## config.mk

```make
export PLATFORM = sky130hd
export DESIGN_NAME = quadrature_encoder_event_decoder_flat
export DESIGN_NICKNAME = d
export VERILOG_FILES = /design/src/rtl/qedec_pkg.sv /design/src/rtl/qedec_if.sv /design/src/rtl/qedec_in_stage.sv /design/src/rtl/qedec_core.sv /design/src/rtl/qedec_out_stage.sv /design/src/rtl/quadrature_encoder_event_decoder.sv /design/src/flat_wrapper.sv
export SDC_FILE = /design/constraint.sdc
export NUM_CORES = 1
export LEC_CHECK = 0
export ABC_AREA = 0
export BUFFER_PORTS_ARGS = -buffer_cell sky130_fd_sc_hd__buf_4
export CORE_MARGIN = 8
export CORE_UTILIZATION = 45
export DETAILED_ROUTE_END_ITERATION = 8
export GPL_TIMING_DRIVEN = 0
export HOLD_SLACK_MARGIN = 0.08
export PLACE_DENSITY = 0.72
export SYNTH_ARGS = -nofsm -noshare
export SYNTH_HDL_FRONTEND = slang
export SYNTH_SLANG_ARGS = --single-unit
```

## constraint.sdc

```tcl
create_clock -name clk -period 7.05 [get_ports clk]
set_clock_uncertainty 0.2 [all_clocks]
set_input_delay 0 -clock clk [delete_from_list [all_inputs] [get_ports clk]]
set_output_delay 0 -clock clk [all_outputs]
set_load 0.005 [all_outputs]
```

## src/rtl/qedec_pkg.sv

```systemverilog
// ----------------------------------------------------------------------------
// qedec_pkg
// Types, codes and the quadrature step table shared by the decoder files.
// ----------------------------------------------------------------------------
package qedec_pkg;

  typedef enum logic [1:0] {
    OP_WHEEL = 2'd0,
    OP_CLICK = 2'd1,
    OP_TICK  = 2'd2
  } op_t;

  typedef enum logic [1:0] {
    EVT_RIGHT      = 2'd0,
    EVT_LEFT       = 2'd1,
    EVT_CLICK_DOWN = 2'd2,
    EVT_CLICK_UP   = 2'd3
  } evt_t;

  localparam logic [7:0] TIMEOUT_RST = 8'd255;

  // step per {previous pins, new pins}; pins are {B, A}
  localparam logic signed [1:0] QUAD_STEPS [16] = '{
    2'sd0, -2'sd1, 2'sd1, 2'sd0, 2'sd1, 2'sd0, 2'sd0, -2'sd1,
    -2'sd1, 2'sd0, 2'sd0, 2'sd1, 2'sd0, 2'sd1, -2'sd1, 2'sd0
  };

  typedef struct packed {
    logic [1:0] opcode;
    logic       pin_a;
    logic       pin_b;
    logic       click_level;
  } item_t;

  // registered input item as seen by the core
  typedef struct packed {
    logic  valid;
    item_t item;
  } stage_t;

  // result pushed from the core into the output register
  typedef struct packed {
    logic       push;
    evt_t       event_code;
    logic [7:0] elapsed_ticks;
  } result_t;

endpackage

```

## src/rtl/qedec_if.sv

```systemverilog
// ----------------------------------------------------------------------------
// qedec_in_if / qedec_out_if
// Valid/ready channels for input items and result items.
// ----------------------------------------------------------------------------
interface qedec_in_if;
  logic       valid;
  logic       ready;
  logic [1:0] opcode;
  logic       pin_a;
  logic       pin_b;
  logic       click_level;

  modport source (output valid, output opcode, output pin_a, output pin_b,
                  output click_level, input ready);
  modport sink   (input valid, input opcode, input pin_a, input pin_b,
                  input click_level, output ready);
endinterface

interface qedec_out_if;
  logic       valid;
  logic       ready;
  logic [1:0] event_code;
  logic [7:0] elapsed_ticks;

  modport source (output valid, output event_code, output elapsed_ticks, input ready);
  modport sink   (input valid, input event_code, input elapsed_ticks, output ready);
endinterface

```

## src/rtl/qedec_in_stage.sv

```systemverilog
// ----------------------------------------------------------------------------
// qedec_in_stage
// Input register: holds one accepted beat until the core takes it.
// ----------------------------------------------------------------------------
module qedec_in_stage
  import qedec_pkg::*;
(
  input  logic        clk,
  input  logic        rst_n,
  qedec_in_if.sink    in_ch,
  input  logic        take,
  output stage_t      stage
);

  logic  valid_r, valid_nxt;
  item_t item_r;
  logic  load;

  assign in_ch.ready = !valid_r || take;
  assign load        = in_ch.valid && in_ch.ready;

  always_comb begin
    valid_nxt = valid_r;
    if (load) begin
      valid_nxt = 1'b1;
    end else if (take) begin
      valid_nxt = 1'b0;
    end
  end

  always_ff @(posedge clk) begin
    if (!rst_n) begin
      valid_r <= 1'b0;
    end else begin
      valid_r <= valid_nxt;
    end
  end

  always_ff @(posedge clk) begin
    if (load) begin
      item_r <= '{opcode: in_ch.opcode, pin_a: in_ch.pin_a, pin_b: in_ch.pin_b,
                  click_level: in_ch.click_level};
    end
  end

  assign stage.valid = valid_r;
  assign stage.item  = item_r;

endmodule

```

## src/rtl/qedec_core.sv

```systemverilog
// ----------------------------------------------------------------------------
// qedec_core
// Decoder state, quadrature lookup, step accumulation and event decode.
// ----------------------------------------------------------------------------
module qedec_core
  import qedec_pkg::*;
(
  input  logic        clk,
  input  logic        rst_n,
  input  logic        cfg_we,
  input  logic [7:0]  cfg_wdata,
  input  stage_t      stage,
  input  logic        out_free,
  output logic        take,
  output result_t     result
);

  logic [7:0]        timeout_r;
  logic [1:0]        prev_pins_r, prev_pins_nxt;
  logic signed [2:0] acc_r, acc_nxt;
  logic [7:0]        ticks_r, ticks_nxt;

  logic [1:0]        now_pins;
  logic signed [2:0] acc_sum;
  logic              has_res;
  evt_t              evt;
  logic [7:0]        evt_ticks;

  assign now_pins = {stage.item.pin_b, stage.item.pin_a};
  assign acc_sum  = acc_r + 3'(QUAD_STEPS[{prev_pins_r, now_pins}]);

  always_comb begin
    prev_pins_nxt = prev_pins_r;
    acc_nxt       = acc_r;
    ticks_nxt     = ticks_r;
    has_res       = 1'b0;
    evt           = EVT_CLICK_UP;
    evt_ticks     = '0;
    unique case (stage.item.opcode)
      OP_WHEEL: begin
        prev_pins_nxt = now_pins;
        acc_nxt       = acc_sum;
        // reaching +3 or -3 fires and clears
        if (acc_sum == 3'sd3 || acc_sum == -3'sd3) begin
          has_res   = 1'b1;
          evt       = (acc_sum == 3'sd3) ? EVT_RIGHT : EVT_LEFT;
          evt_ticks = ticks_r;
          acc_nxt   = '0;
          ticks_nxt = '0;
        end
      end
      OP_CLICK: begin
        has_res = 1'b1;
        evt     = stage.item.click_level ? EVT_CLICK_DOWN : EVT_CLICK_UP;
      end
      OP_TICK: begin
        if (ticks_r < timeout_r) begin
          ticks_nxt = ticks_r + 8'd1;
        end
      end
      default: ;
    endcase
  end

  assign take                 = stage.valid && (!has_res || out_free);
  assign result.push          = take && has_res;
  assign result.event_code    = evt;
  assign result.elapsed_ticks = evt_ticks;

  always_ff @(posedge clk) begin
    if (!rst_n) begin
      timeout_r <= TIMEOUT_RST;
    end else if (cfg_we) begin
      timeout_r <= cfg_wdata;
    end
  end

  always_ff @(posedge clk) begin
    if (!rst_n) begin
      prev_pins_r <= '0;
      acc_r       <= '0;
      ticks_r     <= '0;
    end else if (take) begin
      prev_pins_r <= prev_pins_nxt;
      acc_r       <= acc_nxt;
      ticks_r     <= ticks_nxt;
    end
  end

endmodule

```

## src/rtl/qedec_out_stage.sv

```systemverilog
// ----------------------------------------------------------------------------
// qedec_out_stage
// Result register: holds one result beat until the receiver takes it.
// ----------------------------------------------------------------------------
module qedec_out_stage
  import qedec_pkg::*;
(
  input  logic        clk,
  input  logic        rst_n,
  input  result_t     result,
  output logic        out_free,
  qedec_out_if.source out_ch
);

  logic       valid_r, valid_nxt;
  logic [1:0] code_r;
  logic [7:0] ticks_r;

  assign out_free = !valid_r || out_ch.ready;

  always_comb begin
    valid_nxt = valid_r;
    if (result.push) begin
      valid_nxt = 1'b1;
    end else if (out_ch.ready) begin
      valid_nxt = 1'b0;
    end
  end

  always_ff @(posedge clk) begin
    if (!rst_n) begin
      valid_r <= 1'b0;
    end else begin
      valid_r <= valid_nxt;
    end
  end

  always_ff @(posedge clk) begin
    if (result.push) begin
      code_r  <= result.event_code;
      ticks_r <= result.elapsed_ticks;
    end
  end

  assign out_ch.valid         = valid_r;
  assign out_ch.event_code    = code_r;
  assign out_ch.elapsed_ticks = ticks_r;

endmodule

```

## src/rtl/quadrature_encoder_event_decoder.sv

```systemverilog
// ----------------------------------------------------------------------------
// quadrature_encoder_event_decoder
// Turns wheel, click and tick beats into rotation and click events.
// ----------------------------------------------------------------------------
// in_ch carries one item per beat: a wheel sample (pin_a, pin_b), a click
// sample (click_level) or a timer tick; opcode 3 is dropped silently.
// out_ch carries events: right/left with the ticks since the last rotation
// event, click down/up with elapsed_ticks of 0. Wheel and tick beats that
// do not complete a rotation produce no result beat.
// cfg_we/cfg_wdata set the tick limit, the ceiling of the tick counter;
// write it only while the block is idle.
// An accepted beat passes from the input register through the core into
// the result register. Throughput is one beat per cycle while out_ch does
// not stall, set by the single lookup-and-add between the two registers.
// When out_ch stalls, the result register holds; beats with no result still
// flow, and the first beat that needs the output waits in the input
// register, which then drops in_ch.ready.
// Synchronous reset clears both registers' valids, the pin history, the
// step accumulator and the tick counter, and sets the tick limit to 255.
// ----------------------------------------------------------------------------
module quadrature_encoder_event_decoder
  import qedec_pkg::*;
(
  input  logic        clk,
  input  logic        rst_n,
  qedec_in_if.sink    in_ch,
  qedec_out_if.source out_ch,
  input  logic        cfg_we,
  input  logic [7:0]  cfg_wdata
);

  stage_t  stage;
  result_t result;
  logic    take;
  logic    out_free;

  qedec_in_stage u_in_stage (
    .clk   (clk),
    .rst_n (rst_n),
    .in_ch (in_ch),
    .take  (take),
    .stage (stage)
  );

  qedec_core u_core (
    .clk       (clk),
    .rst_n     (rst_n),
    .cfg_we    (cfg_we),
    .cfg_wdata (cfg_wdata),
    .stage     (stage),
    .out_free  (out_free),
    .take      (take),
    .result    (result)
  );

  qedec_out_stage u_out_stage (
    .clk      (clk),
    .rst_n    (rst_n),
    .result   (result),
    .out_free (out_free),
    .out_ch   (out_ch)
  );

  // input register must be full whenever it refuses a beat
  a_ready_full: assert property (@(posedge clk) disable iff (!rst_n)
    !in_ch.ready |-> stage.valid)
    else $error("in_ch.ready low with empty input register");

  // an item waiting on the output stays put
  a_stage_hold: assert property (@(posedge clk) disable iff (!rst_n)
    (stage.valid && !take) |=> (stage.valid && $stable(stage.item)))
    else $error("held input item changed");

  // a pushed result shows up on out_ch the next cycle
  a_push_shows: assert property (@(posedge clk) disable iff (!rst_n)
    result.push |=> (out_ch.valid && out_ch.event_code == $past(result.event_code)))
    else $error("pushed result missing on out_ch");

  // click events never carry a tick count
  a_click_zero: assert property (@(posedge clk) disable iff (!rst_n)
    (out_ch.valid && (out_ch.event_code == EVT_CLICK_DOWN ||
                      out_ch.event_code == EVT_CLICK_UP))
      |-> (out_ch.elapsed_ticks == 8'd0))
    else $error("click event with nonzero elapsed_ticks");

endmodule
```

## src/flat_wrapper.sv

```systemverilog
// flat-port wrapper written by rule: the top's interface ports become plain ports
module quadrature_encoder_event_decoder_flat import qedec_pkg::*;
  (clk, rst_n, cfg_we, cfg_wdata, in_ch_valid, in_ch_opcode, in_ch_pin_a, in_ch_pin_b, in_ch_click_level, in_ch_ready, out_ch_valid, out_ch_event_code, out_ch_elapsed_ticks, out_ch_ready);
  qedec_in_if in_ch_i ();
  qedec_out_if out_ch_i ();
  input  logic clk;
  input  logic rst_n;
  input  logic cfg_we;
  input  logic [7:0] cfg_wdata;
  input wire logic [$bits(in_ch_i.valid)-1:0] in_ch_valid;
  input wire logic [$bits(in_ch_i.opcode)-1:0] in_ch_opcode;
  input wire logic [$bits(in_ch_i.pin_a)-1:0] in_ch_pin_a;
  input wire logic [$bits(in_ch_i.pin_b)-1:0] in_ch_pin_b;
  input wire logic [$bits(in_ch_i.click_level)-1:0] in_ch_click_level;
  output wire logic [$bits(in_ch_i.ready)-1:0] in_ch_ready;
  output wire logic [$bits(out_ch_i.valid)-1:0] out_ch_valid;
  output wire logic [$bits(out_ch_i.event_code)-1:0] out_ch_event_code;
  output wire logic [$bits(out_ch_i.elapsed_ticks)-1:0] out_ch_elapsed_ticks;
  input wire logic [$bits(out_ch_i.ready)-1:0] out_ch_ready;
  assign in_ch_i.valid = in_ch_valid;
  assign in_ch_i.opcode = in_ch_opcode;
  assign in_ch_i.pin_a = in_ch_pin_a;
  assign in_ch_i.pin_b = in_ch_pin_b;
  assign in_ch_i.click_level = in_ch_click_level;
  assign in_ch_ready = in_ch_i.ready;
  assign out_ch_valid = out_ch_i.valid;
  assign out_ch_event_code = out_ch_i.event_code;
  assign out_ch_elapsed_ticks = out_ch_i.elapsed_ticks;
  assign out_ch_i.ready = out_ch_ready;
  quadrature_encoder_event_decoder u_core (.clk(clk), .rst_n(rst_n), .in_ch(in_ch_i), .out_ch(out_ch_i), .cfg_we(cfg_we), .cfg_wdata(cfg_wdata));
endmodule
```

[Yosys cells after proc, flatten, opt, wreduce, memory -nomap -nowiden]
Memories as Yosys holds them, arrays and structs flattened.
Cells that the tools add are included.
Operators by class
  $add $sub $neg: 2
  magnitude comparators: 2
  equality and inequality tests: 6
  multiplexer cells: 16
  bitwise logic cells: 1
  reduce and logical (&&, ||, !) cells: 17
Operators with widths (count)
  $mux 8: 2
  $pmux 8 s2: 1
  $add 8x1->8 const B: 1
  $lt 8x8->1: 1
  $mux 1: 7
  $eq 3x3->1 const B: 2
  $mux 2: 3
  $reduce_bool 2->1: 3
  $ge 5x5->1 const B: 1
  $not 4->5: 1
  $logic_or 1x1->1: 4
  $ne 2x2->1 const B: 2
  $pmux 2 s2: 1
  $reduce_and 2->1: 2
  $reduce_and 4->1: 1
  $add 3x2->3: 1
  $logic_and 1x1->1: 3
  $logic_not 1->1: 3
  $mux 3: 1
  $eq 2x1->1 const B: 1
  $eq 2x2->1 const B: 1
  $logic_not 2->1: 1
  $pmux 1 s2: 1
Storage, ports and cells
  bits in registers: 38
  ROM bits: 32
  input bits: 18
  output and inout port bits: 12
  memories kept: 1
Memories
  (no name shown): words 16, bits a word 2, read ports 1, clocked after Yosys merged registers in 0, wr ports 0, RTL line qedec_core.sv:30  | assign acc_sum = acc_r + 3'(QUAD_STEPS[{prev_pins_r, now_pins}]);

[Logic depth before layout (Yosys ltp)]
  word-level depth: 15
  depth in mapped cells: 14
  depth with buffers taken out: 13

[Hierarchy]
From an unflattened synthesis, not the netlist that was laid out.
Second synthesis, totals
  cell total of the unflattened synthesis: 191
  area, all modules: 1969.4 um^2
Modules (own cells, without submodules)
  qedec_core: instances 1, cells an instance 166, area each 1405.1 um^2, sequential area each 420.4 um^2
  qedec_out_stage: instances 1, cells an instance 14, area each 349.1 um^2, sequential area each 320.3 um^2
  qedec_in_stage: instances 1, cells an instance 11, area each 215.2 um^2, sequential area each 170.2 um^2

[Least setup slack after synthesis]
No wires, ideal clock.
  path kind: register to register
  from: register u_core.u_in_stage.item_r, in the netlist u_core.u_in_stage.stage[1]
  to: register u_core.u_out_stage.ticks_r[0], in the netlist u_core.u_out_stage.out_ch.elapsed_ticks[0], enable pin
  library setup time: 0.404 ns
  data arrival time: 3.241 ns
  data required time: 6.446 ns
  slack: 3.205 ns
  stages on the path, launching flop included: 11
  path buffers: 0
  period minus slack after synthesis: 3.845 ns
  cells stage by stage: edfxtp_1 -> inv_1 -> ha_1 -> xnor2_1 -> xnor2_1 -> ha_1 -> inv_1 -> fa_1 -> xnor3_2 -> a21oi_1 -> nor4_1
RTL lines
  start, declared: RTL line qedec_in_stage.sv:16  | item_t item_r;
  start signal, assigned: RTL line qedec_in_stage.sv:41  | item_r <= '{opcode: in_ch.opcode, pin_a: in_ch.pin_a, pin_b: in_ch.pin_b,
  end signal, assigned: RTL line qedec_out_stage.sv:41  | ticks_r <= result.elapsed_ticks;
  end, declared: RTL line qedec_out_stage.sv:17  | logic [7:0] ticks_r;

[Final worst setup path]
  from: register u_core.u_in_stage.item_r, in the netlist u_core.u_in_stage.stage[1]
  to: register u_core.u_in_stage.valid_r
On the way
  word-level cells in the longest chain between the ends: 15
  elaborated cells between the ends (all ways): 17
  classes of those cells: add/sub (1); eq/ne (2); mux (5); bitwise (1); reduce/logical (7); memory (1)
Ends and longest elaborated chain
  $not 4->5 (implied by the code) (*): RTL line qedec_core.sv:30
  $mem_v2 16x2 (*)
  $mux 2 (implied by the code) (*) (2 in a row): RTL line qedec_core.sv:30
  $add 3x2->3 (*): RTL line qedec_core.sv:30
  $eq 3x3->1: RTL line qedec_core.sv:44  | if (acc_sum == 3'sd3 || acc_sum == -3'sd3) begin
  $logic_or 1x1->1 (*): RTL line qedec_core.sv:44
  $mux 1 (*): RTL line qedec_core.sv:44
  $pmux 1 s2 (*): RTL line qedec_core.sv:39  | unique case (stage.item.opcode)
  $logic_not 1->1 (*): RTL line qedec_core.sv:65  | assign take = stage.valid && (!has_res || out_free);
  $logic_or 1x1->1 (*): RTL line qedec_core.sv:65
  $logic_and 1x1->1 (*): RTL line qedec_core.sv:65
  $logic_or 1x1->1: RTL line qedec_in_stage.sv:19  | assign in_ch.ready = !valid_r || take;
  $logic_and 1x1->1: RTL line qedec_in_stage.sv:20  | assign load = in_ch.valid && in_ch.ready;
  $mux 1 / $reduce_bool 2->1 (equally long branches)
  end signal, assigned: RTL line qedec_in_stage.sv:35  | valid_r <= valid_nxt;
  end, declared: RTL line qedec_in_stage.sv:15  | logic valid_r, valid_nxt;
Mark *: on every way between the ends. The rest lies on a longest branch, timed or not. The select of a mux whose other input is x is not followed.
A chain may end at the register's enable or synchronous reset.

==> results_dict.tcl <==
set metrics [dict create \
    status "finished, final reports clean" \
    synth_top_area_share_pct 23.3 \
    synth_edf_count 15 \
    max_freq_mhz 261 \
    ys.flop_type "dfxtp_1" \
    layout_commonest_cell "buf_4" \
    leakage_uw 0.00107 \
    rsz0062_at_grt "false" \
    first_iter_violations 112 \
    via_count 1663 \
    max_slew_margin_pct 42.9 \
    crit_buf_inv 3 \
    area_delta_synth_final_pct 30.7 \
    dieArea_um2 6770 \
    synth-seq-cells 38 \
    first_pass_iters 4 \
    grt_max_degree 12 \
    cts_tree "built" \
    syn_avg_cell_area_um2 10.0 \
    synth_cell_types 46 \
    grt_pass1_wl_um 7280 \
    r2r_start "u_core.u_in_stage.stage[1]$_DFFE_PP_" \
    async_flop_share_pct 0 \
    vias_per_cell 5.40 \
    layout_common_cells "buf_4, dfxtp_1, nand2_1, dlygate4sd3_1" \
    r2r_cells 13 \
    ioPinCount 30 \
    cts_sinks 38 \
    internal_power_uw 345 \
    cts-resized-gates 0 \
    min_to "u_core.u_core.timeout_r[3]$_SDFFE_PN1P_" \
    syn_area_um2 1980 \
    track_usage_pct 13.8 \
    drcViolationCount 0 \
    totalWireLength_um 4270 \
    seqCellArea_um2 911 \
    crit_fanout 4 \
    cts_made_buffers 5 \
    fin_setup_tns_ns 0 \
    seqPwrFrac_pct 52.7 \
    switching_share_pct 23.8 \
    die_y_um 82.3 \
    grt.overflow.total 0 \
    hold_path_class "input pin to flop" \
    gp_congestion 0.836 \
    antenna_found_initial 0 \
    finalHoldViolCount 0 \
    postRouteAntennaNets 0 \
    power_switching_uw 107 \
    drive_gt1_share_pct 19.1 \
    r2r_setup_slack_ns 3.22 \
    wire_per_inst_um 13.9 \
    dieWidth_um 82.3 \
    filler_cell_count 366 \
    vdd_drop_max_mv 0.149 \
    initial_core_util_pct 46.0 \
    synth_area_leaders "dfxtp_1, edfxtp_1, ha_1, nand2_1, o211ai_1" \
    p_comb_share_pct 13.3 \
    cp-start-kind "flop" \
    path_clk_slew_ns 0.07 \
    setup_viol 0 \
    synth_top_cell_by_area "dfxtp_1" \
    p_clk_share_pct 34.0 \
    critPathCaptureType "flop" \
    hold_ws_ns 0.134 \
    place_hpwl_um 2880 \
    nets 287 \
    cp_slowest_cell "dlygate4sd3_1" \
    cp_top_family "adder cells" \
    slew_viol_final 0 \
    yosysWarningCount 0 \
    grt_pass1_vias 1603 \
    critPathRequiredTime_ns 7.03 \
    mappedNetlistNets 229 \
    critPathKind "flop to flop" \
    clk_latency_ns 0.29 \
    worstPathArrival_ns 3.81 \
    synthCells 197 \
    htree_levels 2 \
    worstPathCellList "inv_1 -> ha_1 -> xnor2_1 -> xnor2_1 -> ha_1 -> inv_1 -> fa_1 -> xnor3_2 -> a21oi_1 -> nor2_1 -> nand2_1 -> a21oi_1 -> dlygate4sd3_1" \
    cpPeakStageDelay_ns 0.57 \
    cts_root_buf "clkbuf_8" \
    row_count 24 \
    r2r_end "u_core.u_in_stage.valid_r$_SDFFE_PN0P_" \
    fin_util_pct 60.1 \
    power_uw 452 \
    multi_input_area_um2 970 \
    diodes 0 \
    tightest_slew_ns 0.855 \
    hold_start "cfg_we" \
    period_needed_ns 3.83 \
    clk_path_buf_depth 2 \
    portBuffers 28 \
    seq_area_frac_synth_pct 46.1 \
    maxCapViolCount 0 \
    min_period_over_period_pct 54.3 \
    power-per-cell-area_nw_per_um2 175 \
    min_path_cells 4 \
    core_um2 4290 \
]
[stage by stage]
stage | cells | setup WS, ns | area (um^2)
after detailed placement | 278 | 3.33 | 2260
after CTS | 308 | 3.25 | 2580
after global routing | 308 | 3.04 | 2580
after global placement | 277 | 2.72 | 2250
after floorplan | 197 | 3.21 | 1980
final | 308 | 3.22 | 2580
[cells in the mapped netlist, types with 6 or more instances]
library cell	count
inv_1	15
and2_1	8
nand2_1	22
dfxtp_1	23
o211ai_1	10
edfxtp_1	15
a21oi_1	6
nor2_1	11
o2111ai_1	6
ha_1	13
[cells by family after synthesis]
logic type / count (synthesis) / synth area share, %
AO/OA/AOI/OAI: 48 / 18.2
XOR/XNOR: 5 / 2.98
adder cells (fa/ha/maj): 14 / 9.25
buffers and inverters: 25 / 5.38
flip-flops: 38 / 46.1
multiplexers: 3 / 2.15
AND/OR/NAND/NOR: 64 / 16.0
[worst register-to-register path: cells and delay by family (launching register included)]
kind | cells | cell delay [ns]
simple gates | 2 | 0.25
buf+inv | 3 | 0.73
xor+xnor | 3 | 0.80
fa+ha+maj | 3 | 0.97
compound gates | 2 | 0.35
flops | 1 | 0.42
[power by group through the flow]
stage	registers [uW]	logic (uW)	clock network [uW]
2_1_floorplan	243	31.9	0
3_3_place_gp	243	47.6	0
4_1_cts	238	59.5	158
3_5_place_dp	243	49.0	0
6_report	238	60.1	154
5_1_grt	239	66.1	167
[layer usage]
| metal | track usage (%) | share of wire [%] | vias up |
|---|---|---|---|
| met5 | 0 | 0 | - |
| met4 | 5.44 | 1.4 | 0 |
| met3 | 4.44 | 7.8 | 5 |
| met2 | 22.7 | 47 | 49 |
| met1 | 16.3 | 44 | 776 |
| li1 | - | - | 833 |
[final cells by class]
type / count / share of cell area (%)
plain buffers: 9 / 1.79
clock buffers: 7 / 3.34
clock inverters: 1 / 0.194
inverters: 16 / 2.33
multi-input cells: 134 / 37.6
flip-flops and latches: 38 / 35.3
well taps: 52 / 2.52
repair buffers: 51 / 17.0
[worst max-delay path by stage]
stage,start,endpoint,slack (ns),cells past startpoint
finish,u_core.u_in_stage.stage[1]$_DFFE_PP_,u_core.u_in_stage.valid_r$_SDFFE_PN0P_,3.22,13
global route,u_core.u_in_stage.stage[2]$_DFFE_PP_,u_core.u_in_stage.valid_r$_SDFFE_PN0P_,3.04,13
CTS,u_core.u_in_stage.stage[1]$_DFFE_PP_,u_core.u_in_stage.valid_r$_SDFFE_PN0P_,3.25,13
detailed placement,u_core.u_in_stage.stage[1]$_DFFE_PP_,u_core.u_core.ticks_r[2]$_SDFFE_PN0P_,3.33,12
global placement,u_core.u_in_stage.stage[1]$_DFFE_PP_,u_core.u_out_stage.out_ch.elapsed_ticks[1]$_SDFFCE_PN0P_,2.72,10
floorplan,u_core.u_in_stage.stage[1]$_DFFE_PP_,u_core.u_out_stage.out_ch.elapsed_ticks[0]$_SDFFCE_PN0P_,3.21,10
[timing repair]
action                                 in CTS  in global routing
hold buffers                               22                  0
setup endpoints to repair                   0                  0
endpoints found under the hold margin      26                  0
buffers inserted                            0                  0
[flip-flops by register name, indices dropped and copies added, names as in the netlist]
signal	count
u_core.u_core.acc_r	3
u_core.u_core.prev_pins_r	2
u_core.u_core.ticks_r	8
u_core.u_core.timeout_r	8
u_core.u_in_stage.stage	5
u_core.u_in_stage.valid_r	1
u_core.u_out_stage.out_ch.elapsed_ticks	8
u_core.u_out_stage.out_ch.event_code	2
u_core.u_out_stage.out_ch.valid	1
(Power assumes the default switching activity.)
